===== src/hdl/als_pkg.sv =====
// ----------------------------------------------------------------------------
// als_pkg
// Shared sizes, codes and helper functions of the arc length spline evaluator.
// ----------------------------------------------------------------------------
package als_pkg;

    localparam int MAX_SEGMENTS = 64;
    localparam int SEG_AW       = $clog2(MAX_SEGMENTS + 1);
    localparam int KW           = $clog2(MAX_SEGMENTS);
    localparam int COEF_DEPTH   = 4 * MAX_SEGMENTS;
    localparam int COEF_AW      = $clog2(COEF_DEPTH);
    localparam int MUL_W        = 33;
    localparam int CORDIC_STEPS = 17;

    localparam logic CMD_WRITE = 1'b0;
    localparam logic CMD_QUERY = 1'b1;

    localparam logic [3:0] WSEL_START = 4'd0;
    localparam logic [3:0] WSEL_X_C0  = 4'd1;
    localparam logic [3:0] WSEL_X_C3  = 4'd4;
    localparam logic [3:0] WSEL_Y_C0  = 4'd5;
    localparam logic [3:0] WSEL_Y_C3  = 4'd8;

    localparam logic signed [17:0] HALF_PI_Q16 = 18'sd102944;
    localparam logic [30:0]        CURV_SAT    = 31'h7FFF_FFFF;

    // round(atan(2^-i) * 2^16)
    function automatic logic [16:0] cordic_angle(input logic [4:0] i);
        logic [16:0] a;
        case (i)
            5'd0:    a = 17'd51472;
            5'd1:    a = 17'd30385;
            5'd2:    a = 17'd16055;
            5'd3:    a = 17'd8150;
            5'd4:    a = 17'd4091;
            5'd5:    a = 17'd2047;
            5'd6:    a = 17'd1024;
            5'd7:    a = 17'd512;
            5'd8:    a = 17'd256;
            5'd9:    a = 17'd128;
            5'd10:   a = 17'd64;
            5'd11:   a = 17'd32;
            5'd12:   a = 17'd16;
            5'd13:   a = 17'd8;
            5'd14:   a = 17'd4;
            5'd15:   a = 17'd2;
            5'd16:   a = 17'd1;
            default: a = 17'd0;
        endcase
        return a;
    endfunction

    // clamp a wide signed value into Q16.16 range
    function automatic logic signed [31:0] sat32(input logic signed [51:0] v);
        logic signed [31:0] r;
        if (v > 52'sd2147483647) begin
            r = 32'sh7FFF_FFFF;
        end else if (v < -52'sd2147483648) begin
            r = 32'sh8000_0000;
        end else begin
            r = v[31:0];
        end
        return r;
    endfunction

endpackage


===== src/hdl/als_cordic.sv =====
// ----------------------------------------------------------------------------
// als_cordic
// Vectoring CORDIC arctangent, one micro-rotation a cycle.
// ----------------------------------------------------------------------------
module als_cordic
    import als_pkg::*;
(
    input  logic               aclk,
    input  logic               aresetn,
    input  logic               start,
    input  logic signed [31:0] dx,
    input  logic signed [31:0] dy,
    output logic               busy,
    output logic signed [17:0] angle
);

    logic               busy_reg, busy_next;
    logic signed [35:0] x_reg, x_next;
    logic signed [35:0] y_reg, y_next;
    logic signed [18:0] z_reg, z_next;
    logic [4:0]         i_reg, i_next;
    logic signed [35:0] xs, ys, dx_w, dy_w;
    logic signed [18:0] ang, half_w;

    assign xs     = x_reg >>> i_reg;
    assign ys     = y_reg >>> i_reg;
    assign dx_w   = {{4{dx[31]}}, dx};
    assign dy_w   = {{4{dy[31]}}, dy};
    assign ang    = {2'b00, cordic_angle(i_reg)};
    assign half_w = {HALF_PI_Q16[17], HALF_PI_Q16};

    always_comb begin
        busy_next = busy_reg;
        x_next    = x_reg;
        y_next    = y_reg;
        z_next    = z_reg;
        i_next    = i_reg;
        if (start) begin
            i_next = '0;
            if (dx == 32'sd0) begin
                // vertical tangent: answer directly
                if (dy > 32'sd0) begin
                    z_next = half_w;
                end else if (dy < 32'sd0) begin
                    z_next = -half_w;
                end else begin
                    z_next = '0;
                end
            end else begin
                busy_next = 1'b1;
                z_next    = '0;
                if (dx < 32'sd0) begin
                    x_next = -dx_w;
                    y_next = -dy_w;
                end else begin
                    x_next = dx_w;
                    y_next = dy_w;
                end
            end
        end else if (busy_reg) begin
            if (!y_reg[35]) begin
                x_next = x_reg + ys;
                y_next = y_reg - xs;
                z_next = z_reg + ang;
            end else begin
                x_next = x_reg - ys;
                y_next = y_reg + xs;
                z_next = z_reg - ang;
            end
            if (i_reg == 5'(CORDIC_STEPS - 1)) begin
                busy_next = 1'b0;
            end else begin
                i_next = i_reg + 5'd1;
            end
        end
    end

    always_ff @(posedge aclk) begin
        if (!aresetn) begin
            busy_reg <= 1'b0;
        end else begin
            busy_reg <= busy_next;
        end
    end

    always_ff @(posedge aclk) begin
        x_reg <= x_next;
        y_reg <= y_next;
        z_reg <= z_next;
        i_reg <= i_next;
    end

    // limit to plus or minus pi/2
    always_comb begin
        if (z_reg > half_w) begin
            angle = HALF_PI_Q16;
        end else if (z_reg < -half_w) begin
            angle = -HALF_PI_Q16;
        end else begin
            angle = z_reg[17:0];
        end
    end

    assign busy = busy_reg;

endmodule


===== config.mk =====
export PLATFORM = sky130hd
export DESIGN_NAME = als_cordic
export DESIGN_NICKNAME = d
export VERILOG_FILES = /design/src/hdl/als_pkg.sv /design/src/hdl/als_cordic.sv
export SDC_FILE = /design/constraint.sdc
export NUM_CORES = 1
export LEC_CHECK = 0
export BUFFER_PORTS_ARGS = -buffer_cell sky130_fd_sc_hd__buf_2
export CAP_MARGIN = 5
export CELL_PAD_IN_SITES_DETAIL_PLACEMENT = 1
export CELL_PAD_IN_SITES_GLOBAL_PLACEMENT = 2
export CORE_MARGIN = 8
export CORE_UTILIZATION = 36
export DETAILED_ROUTE_END_ITERATION = 7
export HOLD_SLACK_MARGIN = 0.06
export PLACE_DENSITY_LB_ADDON = 0.1
export SLEW_MARGIN = 20
export SYNTH_ARGS = -nofsm -noshare
export SYNTH_HDL_FRONTEND = slang
export SYNTH_SLANG_ARGS = --single-unit
export TNS_END_PERCENT = 5

===== constraint.sdc =====
create_clock -name aclk -period 7.9 [get_ports aclk]
set_clock_uncertainty 0.15 [all_clocks]
set_input_delay 0.79 -clock aclk [delete_from_list [all_inputs] [get_ports aclk]]
set_output_delay 0.79 -clock aclk [all_outputs]
set_load 0.05 [all_outputs]

==> results.md, run 1 <==
- The critical path contains buffers and inverters numbering 2 combined.
- The count of nets left with antenna violations once routing finished came out at 0.
- The highest fanout seen on the critical path is 43.
- The worst register-to-register path ends at x_reg[34].
- CTS built an H-tree with a depth of 4.
- After clock tree synthesis, the clock-pin slew on the worst setup and hold paths is approximately 0.060 ns.
- Counting the buffers created by CTS gives 17.
- The post-CTS resize count is 0.
- The arrival time at the worst endpoint is 7.47 ns.
- The required time at the endpoint of the critical path is just under 8 ns.
- For this run, the leading register cell type out of synthesis is sky130_fd_sc_hd__edfxtp_1.
- After synthesis, the mean cell area works out to between 8 and 9 sq um.
- The kind of end point of the critical path is a flop.
- The upper clock frequency limit is 135 MHz.
- Counting stages on the worst path, the most repeated cell is sky130_fd_sc_hd__a21o_1.
- Synthesis inferred 113 register bits.
- Entering global routing, the biggest net connects 78 pins.
- Walking the worst path, the cells encountered are buf_4 > buf_4 > nor2_1 > a221oi_1 > a2111o_1 > nand3_1 > nor4_2 > nand4_1 > or3_1 > a211o_1 > o21ai_0 > ha_1 > a21o_1 > a21o_1 > a21o_1 > a21oi_1 > o21ai_0 > and3_1 > a2111oi_0 > nor3_1 > mux2i_1 > o311ai_0.
- The worst hold path begins at aresetn.
- The largest single stage delay on the critical path is between 1 and 1.5 ns.
- The buffers inserted during post-CTS setup optimization is 0.
- The CTS root buffer is sky130_fd_sc_hd__clkbuf_16.
- The die is 238 microns wide.
- The sink of the worst hold path is busy.
- Hold repair after CTS inserted 0 buffers.
- The die covers about 57000 sq um.
- The average via count per standard cell is 6.30.
- The worst-margin pin slew is 1.11 ns.
- The number of nets in the synthesized netlist is 2284.
- The final layout contains 2316 nets.
- The share of the Yosys chip area taken by registers is 0.178.
- The floorplan row count is 81.
- The number of max-cap violations is 0.
- The CTS tree is done.
- In this run the deepest clock path goes through 2 buffers.
- Setup repair after global routing left no endpoint under its margin.
- For flop-to-flop paths, the worst setup slack is 0.48 ns.
- Among all stages on the critical path, the largest delay is contributed by sky130_fd_sc_hd__dfxtp_2.
- The sum of negative setup slack is 0 ns.
- The initial utilization of the core area, before any placement, comes to 0.364.
- The number of antenna violations at the first check in global routing is 0.
- The clock net sink count is ~110.
- For this run, the total global-route usage over all layers was measured as 0.258.
- Relative to the synthesized area, the layout overhead comes to 9.20%.
- The remaining max-slew budget at the tightest pin is 0.257.
- The HPWL after detailed placement is 57700 microns.
- The first global-routing pass estimated 113000 microns of wire.
- The chip height is approximately 240 microns.
- The post-detailed-route wirelength per cell is 26.5 microns.
- The number of top-level design ports is 86.
- The routed design has 74700 microns of wire.
- The violation count after the first detailed-route iteration is 1742.
- The worst reg-to-reg path cell count is 22.
- Summing every instance area after synthesis gives between 15000 and 20000 sq um.
- The hold violation count in the final report is 0.
- The max-slew violation total from the final report is 0.
- The hold path depth is 3.
- The flow ran to the end, and the final reports show no timing, DRC or antenna violations.
- The number of instances in the synthesized netlist is 2108.
- Counting flops with an async set or reset pin after synthesis yields a share of 0.
- The remaining global-route overflow is 0.
- On the critical path the largest part of the delay comes from compound AO/OA/AOI/OAI gates.
- Dividing the final minimum period by the clock period gives 0.939.
- Yosys printed 0 warnings.
- Port buffering added 85 buffers.
- Setup violations remaining at the end of the flow were counted as 0.
- For the finished layout, the period the worst path requires is 7.42 ns.
- At the later pin of the worst-skew pair, clock insertion delay measures 0.49 ns.
- The placeable core region is 49000 sq um.
- The worst setup path is of the flop to flop kind.
- The path class of the tightest hold or removal check is input port to flop.
- After detailed placement, the total cell area comes to ~19000 sq um.
- The worst register-to-register path begins at i_reg[3].
- The global placer's final weighted congestion is 0.953.
- The vias after detailed routing is approximately 18000.
- Of the cells placed in the final design, the portion with a size suffix greater than 1 is 0.169.
- The synthesized design contains 91 enable-type register cells.
- The number of remaining DRC errors is 0.
- In this run, distinct cell masters in the synthesized netlist total 92.
- With fillers left out, the area of the finished cells amounts to about 19000 sq um.
- The number of optimization iterations in the first detailed-route pass is 5.
- The type of origin of the critical path is a flop.
- The via count of the first global-routing pass is 17755.
## logic make-up after synthesis
logic type / count (synthesis) / synth area share
flip-flops: 113 / 0.178
AO/OA/AOI/OAI: 644 / 0.241
XOR/XNOR: 198 / 0.0989
multiplexers: 199 / 0.177
buffers and inverters: 186 / 0.0486
AND/OR/NAND/NOR: 659 / 0.179
adder cells (fa/ha/maj): 109 / 0.0778
## synth_stat cells, types with 36 or more instances
library cell | instances | area [sq um]
sky130_fd_sc_hd__xor2_1 | 77 | 674
sky130_fd_sc_hd__o21ai_0 | 124 | 621
sky130_fd_sc_hd__a21oi_1 | 157 | 786
sky130_fd_sc_hd__a21o_1 | 55 | 413
sky130_fd_sc_hd__clkbuf_1 | 52 | 195
sky130_fd_sc_hd__nor2_1 | 214 | 803
sky130_fd_sc_hd__ha_1 | 106 | 1330
sky130_fd_sc_hd__mux2_2 | 55 | 619
sky130_fd_sc_hd__nand2_1 | 177 | 664
sky130_fd_sc_hd__xnor2_1 | 119 | 1040
sky130_fd_sc_hd__nor3_1 | 36 | 180
sky130_fd_sc_hd__inv_1 | 60 | 225
sky130_fd_sc_hd__mux4_2 | 86 | 1940
sky130_fd_sc_hd__edfxtp_1 | 91 | 2730
sky130_fd_sc_hd__mux2i_1 | 57 | 571
## worst max path at each step
stage                   from         to  slack, ns  depth (start not counted)
floorplan              start   x_reg[0]       0.17                          4
global placement    i_reg[1]  x_reg[29]       0.59                         19
detailed placement  i_reg[1]  x_reg[29]       0.54                         19
CTS                 i_reg[0]  x_reg[29]       0.51                         20
global route        i_reg[0]  x_reg[29]       0.06                         20
finish              i_reg[3]  x_reg[34]       0.48                         22
## routing by layer
metal,track usage,part of all wire
met4,0.0873,0.026
met1,0.376,0.48
met5,0,0
met3,0.0490,0.068
met2,0.377,0.42
## metrics by stage
step | utilization | instances | worst slack (ns) | hold WS [ns]
2_1_floorplan | - | 2108 | 0.175 | 0.524
5_1_grt | 0.397 | 2817 | 0.0627 | 0.410
4_1_cts | 0.397 | 2817 | 0.509 | 0.385
3_3_place_gp | 0.385 | 2785 | 0.591 | 0.482
3_5_place_dp | 0.385 | 2785 | 0.541 | 0.475
6_report | 0.397 | 2818 | 0.478 | 0.431
## placed cells by master (no fill, tap or decap), types with 77 or more instances in the layout
cell type,instances
sky130_fd_sc_hd__nor2_1,213
sky130_fd_sc_hd__nand2_1,177
sky130_fd_sc_hd__a21oi_1,157
sky130_fd_sc_hd__o21ai_0,124
sky130_fd_sc_hd__xnor2_1,119
sky130_fd_sc_hd__ha_1,106
sky130_fd_sc_hd__edfxtp_1,91
sky130_fd_sc_hd__mux4_2,86
sky130_fd_sc_hd__buf_2,84
sky130_fd_sc_hd__xor2_1,77
## final cells by class
type                       instances  area, sq um
tap                              664          831
inverter                          65          244
fill                            5806        29500
timing repair buffer             134          808
antenna                            1         2.50
sequential                       113         3190
clock inverter                    10         68.8
clock buffer                      22          518
multi-input combinational       1809        13800
## worst register-to-register path, cell delays in order (launching register included)
cell and delay [ns]:
sky130_fd_sc_hd__dfxtp_2 1.06, sky130_fd_sc_hd__buf_4 0.49, sky130_fd_sc_hd__buf_4 0.25, sky130_fd_sc_hd__nor2_1 0.13, sky130_fd_sc_hd__a221oi_1 0.39, sky130_fd_sc_hd__a2111o_1 0.22, sky130_fd_sc_hd__nand3_1 0.14, sky130_fd_sc_hd__nor4_2 0.42
sky130_fd_sc_hd__nand4_1 0.39, sky130_fd_sc_hd__or3_1 0.56, sky130_fd_sc_hd__a211o_1 0.32, sky130_fd_sc_hd__o21ai_0 0.09, sky130_fd_sc_hd__ha_1 0.32, sky130_fd_sc_hd__a21o_1 0.19, sky130_fd_sc_hd__a21o_1 0.18, sky130_fd_sc_hd__a21o_1 0.19
sky130_fd_sc_hd__a21oi_1 0.15, sky130_fd_sc_hd__o21ai_0 0.21, sky130_fd_sc_hd__and3_1 0.25, sky130_fd_sc_hd__a2111oi_0 0.47, sky130_fd_sc_hd__nor3_1 0.20, sky130_fd_sc_hd__mux2i_1 0.20, sky130_fd_sc_hd__o311ai_0 0.17
Power of run 1 is left out: the tool's default activity adds up to more than one toggle a clock period on the data nets, which glitch-free logic cannot reach.
==> run 2, diff against run 1 <==
Settings changed: CORE_ASPECT_RATIO set to 0.7, CORE_UTILIZATION 36 to 40.
Clock period 7.9 ns to 9.4 ns, I/O delays scaled along.
==> run 2 against run 1 <==
Against the previous run:
- critical path depth stayed put
- cell area is 1.5% lower
- routed wire length is 4.2% lower
- clock-buffer cell count is 3 lower
- flip-flop and latch count stayed put
- register-to-register slack better by 1.0 ns
- core utilization is 4.0 points higher
- die area is 9.2% lower
- highest routed layer unchanged
==> results.md, run 2 (synthesis results as in run 1) <==
- The number of remaining DRC errors is 0 (unchanged).
- The capture instance of the worst register-to-register path is y_reg[35] (was x_reg[34]).
- The most common cell after layout, fill and taps aside is sky130_fd_sc_hd__nor2_1 (unchanged).
- Leading cell types in the layout, fill and taps excluded: 214 x sky130_fd_sc_hd__nor2_1, 177 x sky130_fd_sc_hd__nand2_1, 157 x sky130_fd_sc_hd__a21oi_1 (was 213 x sky130_fd_sc_hd__nor2_1, 177 x sky130_fd_sc_hd__nand2_1, 157 x sky130_fd_sc_hd__a21oi_1).
- The remaining max-slew budget at the tightest pin is 0.267 (was 0.257).
- The number of top-level design ports was 86 (unchanged).
- The placeable core region is 43800 sq um (was 49000 sq um).
- The final worst slack is 1.49 ns (was 0.478 ns).
- The start point of the critical path is i_reg[2] (was i_reg[3]).
- The CTS clock-pin slew for the worst setup and hold paths came to 0.06 ns (about the same).
- The effective utilization at floorplan is 0.407 (was 0.364).
- The number of antenna violations at the first check in global routing was 0 (unchanged).
- The arrival time at the worst endpoint is 7.93 ns (was 7.47 ns).
- The number of buffers created by CTS was 17 (unchanged).
- The chip height is 193 microns (was 238 microns).
- The post-CTS resize count is 0 (unchanged).
- The number of optimization iterations in the first detailed-route pass is 5 (unchanged).
- The number of failing setup endpoints in the final timing report came to 0 (unchanged).
- The worst setup timing slack at the placement stage is 1.64 ns (was 0.541 ns).
- The fraction of final layout cells with drive strength greater than 1 was 0.159 (was 0.169).
- The kind of end point of the critical path was a flop (unchanged).
- The startpoint of the most critical register-to-register path was i_reg[2] (was i_reg[3]).
- The number of buffers added to fix hold violations after cts came to 0 (unchanged).
- The floorplan row count is 64 (was 81).
- The CTS tree is done (unchanged).
- The width of the chip came to 268 microns (was 238 microns).
- The post-detailed-route wirelength per cell is 26.3 microns (was 26.5 microns).
- The post-route cell area was 19200 sq um (was 19500 sq um).
- The number of placed cells counting well taps is 2691 (was 2785).
- The required time at the endpoint of the critical path is 9.42 ns (was 7.95 ns).
- The type of origin of the critical path is a flop (unchanged).
- The slack of the worst reg-to-reg path was 1.49 ns (was 0.48 ns).
- The sum of negative setup slack came to 0 ns (unchanged).
- The via count of the first global-routing pass came to 17529 (was 17755).
- The highest fanout seen on the critical path is 41 (was 43).
- The remaining global-route overflow is 0 (unchanged).
- The number of max-cap violations is 0 (unchanged).
- The share of the clock period used by the worst path is 0.841 (was 0.939).
- The floorplan die area is 51700 sq um (was 56900 sq um).
- The hold path depth is 2 (was 3).
- The clock period minus worst slack is 7.91 ns (was 7.42 ns).
- The number of input and output port buffers inserted is 85 (unchanged).
- The path type of the worst setup path is flop to flop (unchanged).
- The maximum number of pins on one net before global-route repair is 70 (was 78).
- The layout overhead on the synthesized area is 7.58% (was 9.20%).
- The worst-margin pin slew came to 1.10 ns (was 1.11 ns).
- The antenna violation net count after detailed routing came to 0 (unchanged).
- The number of diodes was 0 (was 1).
- The vias after detailed routing is 17736 (was 17752).
- The count of H-tree levels built during CTS is 4 (unchanged).
- The upper clock frequency limit was 126 MHz (was 135 MHz).
- The count of non-filler cells in the finished layout came to 2724 (was 2818).
- Status: finished clean (unchanged).
- The CTS root buffer is sky130_fd_sc_hd__clkbuf_16 (unchanged).
- The average via count per standard cell is 6.51 (was 6.30).
- The hold violation count in the final report is 0 (unchanged).
- The overall routed net length is 71600 microns (was 74700 microns).
- The layout net count was 2293 (was 2316).
- The path type of the worst min-delay path is flop to flop (was input port to flop).
- The max-slew violation total from the final report came to 0 (unchanged).
- The sink of the worst hold path is busy (unchanged).
- The insertion delay of the later-clocked pin in the worst-skew pair is 0.46 ns (was 0.49 ns).
- The startpoint of the worst hold path is busy (was aresetn).
- The buffers inserted during post-CTS setup optimization is 0 (unchanged).
- The area after detailed placement was 18600 sq um (was 18900 sq um).
- The violation count after the first detailed-route iteration is 1794 (was 1742).
- The global-route total usage across every layer is 0.273 (was 0.258).
- The HPWL after detailed placement is 54800 microns (was 57700 microns).
- The buffer levels on the longest clock path is 2 (unchanged).
- The global placer's final weighted congestion is 1.01 (was 0.953).
- The worst reg-to-reg path cell count came to 22 (unchanged).
- RSZ-0062 raised after global routing: false (unchanged).
- The first-pass GRT wire length is 110000 microns (was 113000 microns).
- The clock net sink count was 113 (unchanged).
==> run 2: worst max-delay path by stage <==
stage,cells after the start,endpoint,slack (ns)
2_1_floorplan,4,x_reg[0],1.52
3_3_place_gp,21,x_reg[35],2.00
3_5_place_dp,21,y_reg[35],1.64
4_1_cts,21,y_reg[35],1.64
5_1_grt,21,y_reg[35],1.12
6_report,22,y_reg[35],1.49
==> run 2: layout make-up <==
| class | instances | area (sq um) |
|---|---|---|
| fill | 5222 | 24600 |
| multi-input combinational | 1809 | 13800 |
| sequential | 113 | 3190 |
| tap | 594 | 743 |
| timing repair buffer | 111 | 643 |
| clock buffer | 19 | 464 |
| inverter | 65 | 244 |
| clock inverter | 13 | 97.6 |
==> run 2: through the flow <==
| stage | hold WS (ns) | util |
|---|---|---|
| after floorplan | 0.524 | - |
| after global placement | 0.411 | 0.424 |
| after detailed placement | 0.414 | 0.424 |
| after CTS | 0.425 | 0.437 |
| after global routing | 0.446 | 0.438 |
| final | 0.427 | 0.438 |
==> run 2: critical path, stage by stage, from the launching register on <==
cell and delay [ns]:
sky130_fd_sc_hd__dfxtp_4 0.71, sky130_fd_sc_hd__buf_4 0.40, sky130_fd_sc_hd__mux4_2 0.38, sky130_fd_sc_hd__mux2_2 0.32, sky130_fd_sc_hd__a2111oi_0 0.89, sky130_fd_sc_hd__a221oi_1 0.30
sky130_fd_sc_hd__nor3b_1 0.29, sky130_fd_sc_hd__and2_1 0.33, sky130_fd_sc_hd__inv_1 0.10, sky130_fd_sc_hd__nor2_1 0.22, sky130_fd_sc_hd__a31oi_1 0.14, sky130_fd_sc_hd__xor2_1 0.19
sky130_fd_sc_hd__ha_1 0.40, sky130_fd_sc_hd__nand4_1 0.19, sky130_fd_sc_hd__a211oi_1 0.27, sky130_fd_sc_hd__a211oi_1 0.19, sky130_fd_sc_hd__o31ai_1 0.63, sky130_fd_sc_hd__a31oi_1 0.29
sky130_fd_sc_hd__o21ai_0 0.46, sky130_fd_sc_hd__nand3_1 0.21, sky130_fd_sc_hd__a31o_2 0.25, sky130_fd_sc_hd__xnor3_1 0.19, sky130_fd_sc_hd__a21oi_1 0.07
==> run 2: per-layer routing <==
metal | share of wire | up-vias | GRT usage
li1 | - | 8046 | -
met1 | 0.48 | 8836 | 0.410
met2 | 0.41 | 756 | 0.389
met3 | 0.091 | 98 | 0.0642
met4 | 0.020 | 0 | 0.0621
met5 | 0 | - | 0
Power of run 2 is left out for the same reason.
==> run 3, diff against run 2 <==
Settings changed: ABC_AREA set to 1, CORE_UTILIZATION 40 to 31.
Clock period 9.4 ns to 6.4 ns, I/O delays scaled along.
==> run 3 against run 2 <==
Against the previous run:
- core utilization down 9.2 points
- global-route usage fell by 1.3 points
- clock-buffer cell count increased by 6
- critical path type unchanged
==> results.md, run 3 <==
- The post-synthesis share of cell area spent on and, or, nand and nor gates came to 0.439 (was 0.179).
- The floorplan die area came to 65600 sq um (was 51700 sq um).
- The placeable core region is 56800 sq um (was 43800 sq um).
- The post-synthesis cell type with the largest combined area is sky130_fd_sc_hd__nand2_1 (was sky130_fd_sc_hd__edfxtp_1).
- The area taken by flip-flops and latches is 3180 sq um (was 3190 sq um).
- The number of nets in the synthesized netlist is 3273 (was 2284).
- The number of top-level design ports is 86 (unchanged).
- The vias after detailed routing is 21634 (was 17736).
- The number of optimization iterations in the first detailed-route pass came to 5 (unchanged).
- The type of origin of the critical path is a flop (unchanged).
- The chip height was 217 microns (was 193 microns).
- The violation count after the first detailed-route iteration is 1841 (was 1794).
- The number of buffer and inverter instances along the worst setup path was 5 (was 2).
- The hold violation count in the final report is 0 (unchanged).
- The maximum cell stage delay along the critical path is 0.46 ns (was 0.89 ns).
- Counting stages on the worst path, the most repeated cell is sky130_fd_sc_hd__nand3_1.
- The largest family of logic cells by synthesized area was simple AND/OR/NAND/NOR gates (was compound AO/OA/AOI/OAI gates).
- The global placer's final weighted congestion is 0.939 (was 1.01).
- Power spread over the standard cell area amounts to 668 nW/um^2.
- The compound-cell area share of the yosys netlist is 0.165 (was 0.241).
- The highest fanout seen on the critical path was 37 (was 41).
- The number of fill cells is 7709 (was 5222).
- The post-detailed-route wirelength per cell is 22.4 microns (was 26.3 microns).
- The via count of the first global-routing pass came to 20938 (was 17529).
- The clock period minus worst slack was 6.11 ns (was 7.91 ns).
- The global routing usage on met3 is 0.0643 (was 0.0642).
- The layout overhead on the synthesized area is 9.94% (was 7.58%).
- The arrival time at the worst endpoint is 6.18 ns (was 7.93 ns).
- The mux contribution to synthesized area is 0 (was 0.177).
- The number of remaining DRC errors is 0 (unchanged).
- The critical-path cell with the highest stage delay is sky130_fd_sc_hd__nor4_4 (was sky130_fd_sc_hd__a2111oi_0).
- The number of buffers created by CTS is 17 (unchanged).
- The global-route total usage across every layer is 0.260 (was 0.273).
- The number of instances in the synthesized netlist is 3097 (was 2108).
- The cell area after synthesis is 17800 sq um (about the same).
- The required time at the endpoint of the critical path is 6.47 ns (was 9.42 ns).
- The upper clock frequency limit was 164 MHz (was 126 MHz).
- The fraction of synthesis flops using an asynchronous set or reset pin is 0 (unchanged).
- The most frequent cell after synthesis is sky130_fd_sc_hd__nand2_1 (was sky130_fd_sc_hd__nor2_1).
- The insertion delay of the later-clocked pin in the worst-skew pair is 0.47 ns (was 0.46 ns).
- The max-slew violation total from the final report is 0 (unchanged).
- The flop and latch count out of synthesis was 113 (unchanged).
- The met1 track demand over resource was 0.426 (was 0.410).
- The CTS clock-pin slew for the worst setup and hold paths is 0.06 ns (about the same).
- The synthesized area per cell is 5.76 sq um (was 8.45 sq um).
- IR analysis of the VDD net gives a maximum drop of 230 uV.
- The top flip-flop cell by instance count after synthesis is sky130_fd_sc_hd__edfxtp_1 (unchanged).
- The xor/xnor cell area share of the yosys netlist was 0.0407 (was 0.0989).
- The adder-cell area share of the yosys netlist was 0.0777 (was 0.0778).
- The sequential-to-total area share from yosys stat is 0.178 (about the same).
- The number of antenna violations at the first check in global routing is 3 (was 0).
- The most used routing layer in global routing is met1 (unchanged).
- The share of the clock period used by the worst path came to 0.955 (was 0.841).
- The number of max-cap violations is 0 (unchanged).
- The width of the chip was 303 microns (was 268 microns).
- The path type of the worst min-delay path is input port to flop (was flop to flop).
- Status: finished clean (unchanged).
- The sum of negative setup slack was 0 ns (unchanged).
- The CTS tree is done (unchanged).
- The floorplan row count is 73 (was 64).
- The remaining global-route overflow was 0 (unchanged).
- RSZ-0062 raised after global routing: false (unchanged).
- The overall routed net length is 87200 microns (was 71600 microns).
- The average via count per standard cell is 5.56 (was 6.51).
- The area fraction of the dominant cell type after synthesis came to 0.197 (was 0.153).
- The maximum number of pins on one net before global-route repair was 76 (was 70).
- The effective utilization at floorplan is 0.314 (was 0.407).
- The remaining max-slew budget at the tightest pin was 0.279 (was 0.267).
- The post-layout utilization of the core came to 0.345 (was 0.438).
- The met2 usage is 0.327 (was 0.389).
- The count of H-tree levels built during CTS came to 4 (unchanged).
- For this design the static power due to leakage is 9.63 nW.
- The path type of the worst setup path is flop to flop (unchanged).
- Most numerous cell types in the synthesized netlist: 938 x sky130_fd_sc_hd__nand2_1, 460 x sky130_fd_sc_hd__nand3_1, 300 x sky130_fd_sc_hd__inv_1, 291 x sky130_fd_sc_hd__nor2_1, 218 x sky130_fd_sc_hd__a21oi_1 (was 214 x sky130_fd_sc_hd__nor2_1, 177 x sky130_fd_sc_hd__nand2_1, 157 x sky130_fd_sc_hd__a21oi_1, 124 x sky130_fd_sc_hd__o21ai_0, 119 x sky130_fd_sc_hd__xnor2_1).
- The number of failing setup endpoints in the final timing report is 0 (unchanged).
- The HPWL after detailed placement is 72500 microns (was 54800 microns).
- The kind of end point of the critical path is a flop (unchanged).
- The number of input and output port buffers inserted came to 85 (unchanged).
- The largest delay contributor family on the critical path is simple AND/OR/NAND/NOR gates (was compound AO/OA/AOI/OAI gates).
- The buffer levels on the longest clock path is 2 (unchanged).
- The first-pass GRT wire length came to 131000 microns (was 110000 microns).
- The distinct cell type count after synthesis is 58 (was 92).
- The CTS root buffer was sky130_fd_sc_hd__clkbuf_16 (unchanged).
- The most common cell after layout, fill and taps aside is sky130_fd_sc_hd__nand2_1 (was sky130_fd_sc_hd__nor2_1).
- The total of warnings raised by yosys is 0 (unchanged).
- The area of the multi-input gates came to 12900 sq um (was 13800 sq um).
- Leading cell types in the layout, fill and taps excluded: 938 x sky130_fd_sc_hd__nand2_1, 460 x sky130_fd_sc_hd__nand3_1, 299 x sky130_fd_sc_hd__inv_1 (was 214 x sky130_fd_sc_hd__nor2_1, 177 x sky130_fd_sc_hd__nand2_1, 157 x sky130_fd_sc_hd__a21oi_1).
- The clock net sink count is 113 (unchanged).
- Biggest area contributors in the synthesized netlist: sky130_fd_sc_hd__nand2_1 20%, sky130_fd_sc_hd__edfxtp_1 15%, sky130_fd_sc_hd__nand3_1 13%, sky130_fd_sc_hd__ha_1 7.4%, sky130_fd_sc_hd__inv_1 6.3% (was sky130_fd_sc_hd__edfxtp_1 15%, sky130_fd_sc_hd__mux4_2 11%, sky130_fd_sc_hd__ha_1 7.4%, sky130_fd_sc_hd__xnor2_1 5.8%, sky130_fd_sc_hd__nor2_1 4.5%).
- The number of enable-type register cells in the synthesized netlist is 91 (unchanged).
- The fraction of final layout cells with drive strength greater than 1 is 0.0739 (was 0.159).
- The worst-margin pin slew is 1.07 ns (was 1.10 ns).
- The layout net count is 3304 (was 2293).
- The antenna violation net count after detailed routing was 0 (unchanged).
[run 3: cell types whose count changed in the layout (fill, tap and decap cells not counted), sizes merged, moves of 45 or more]
cell,delta
nand2,+776
nand3,+436
inv,+240
nor2,+91
o21ai,+88
mux4,-86
xnor2,-79
a21oi,+60
mux2i,-58
mux2,-55
a21o,-45
[run 3: routing by layer]
metal  up-vias  wire, microns
met3        46           7250
met5         -             13
met2       675          31100
met1     10487          47700
met4         2           1180
li1      10424              -
[run 3: logic make-up after synthesis]
| group | Yosys count |
|---|---|
| AND/OR/NAND/NOR | 1834 |
| AO/OA/AOI/OAI | 530 |
| buffers and inverters | 428 |
| flip-flops | 113 |
| adder cells (fa/ha/maj) | 109 |
| XOR/XNOR | 83 |
[run 3: final cells by class]
class / instances / area share
antenna: 2 / 0.000255
clock buffer: 25 / 0.0281
clock inverter: 7 / 0.00217
inverter: 311 / 0.0601
multi-input combinational: 2556 / 0.658
sequential: 113 / 0.162
tap: 750 / 0.0478
timing repair buffer: 129 / 0.0412
[run 3: worst min-delay path, delay by kind of cell]
family	cells	cell delay, ns
buffers and inverters	1	0.12
AO/OA/AOI/OAI	1	0.03
AND/OR/NAND/NOR	1	0.06
[run 3: report_power, final]
| part | switching [mW] | internal [mW] | leakage, nW |
|---|---|---|---|
| combinational | 7.07 | 3.17 | 8.21 |
| clock | 0.433 | 0.596 | 0.297 |
| sequential | 0.542 | 1.30 | 1.12 |
[run 3: final timing paths]
| kind | startpoint | to | slack [ns] | depth (start not counted) |
|---|---|---|---|---|
| max | i_reg[1] | x_reg[35] | 0.29 | 30 |
| min | aresetn | busy | 0.28 | 3 |
| max reg2reg | i_reg[1] | x_reg[35] | 0.29 | 30 |
| min reg2reg | ang[0] | z_reg[0] | 0.55 | 2 |
[run 3: timing repair]
item                                    in CTS  in global routing
gates resized for setup                      0                  3
endpoints found under the setup margin       0                  2
hold buffers                                 0                  0
setup buffers                                0                  0
[run 3: per-stage QoR]
stage	instance area (sq um)	worst slack [ns]	hold WS (ns)	power [mW]	instances
global placement	19000	0.214	0.569	11.7	3859
finish	19600	0.287	0.277	13.1	3893
floorplan	17800	0.721	0.494	8.48	3097
global route	19600	0.0161	0.270	14.2	3891
detailed placement	19000	0.0205	0.575	11.8	3859
CTS	19600	0.000286	0.259	12.9	3891
No activity file was read; power rests on OpenSTA's default activity.
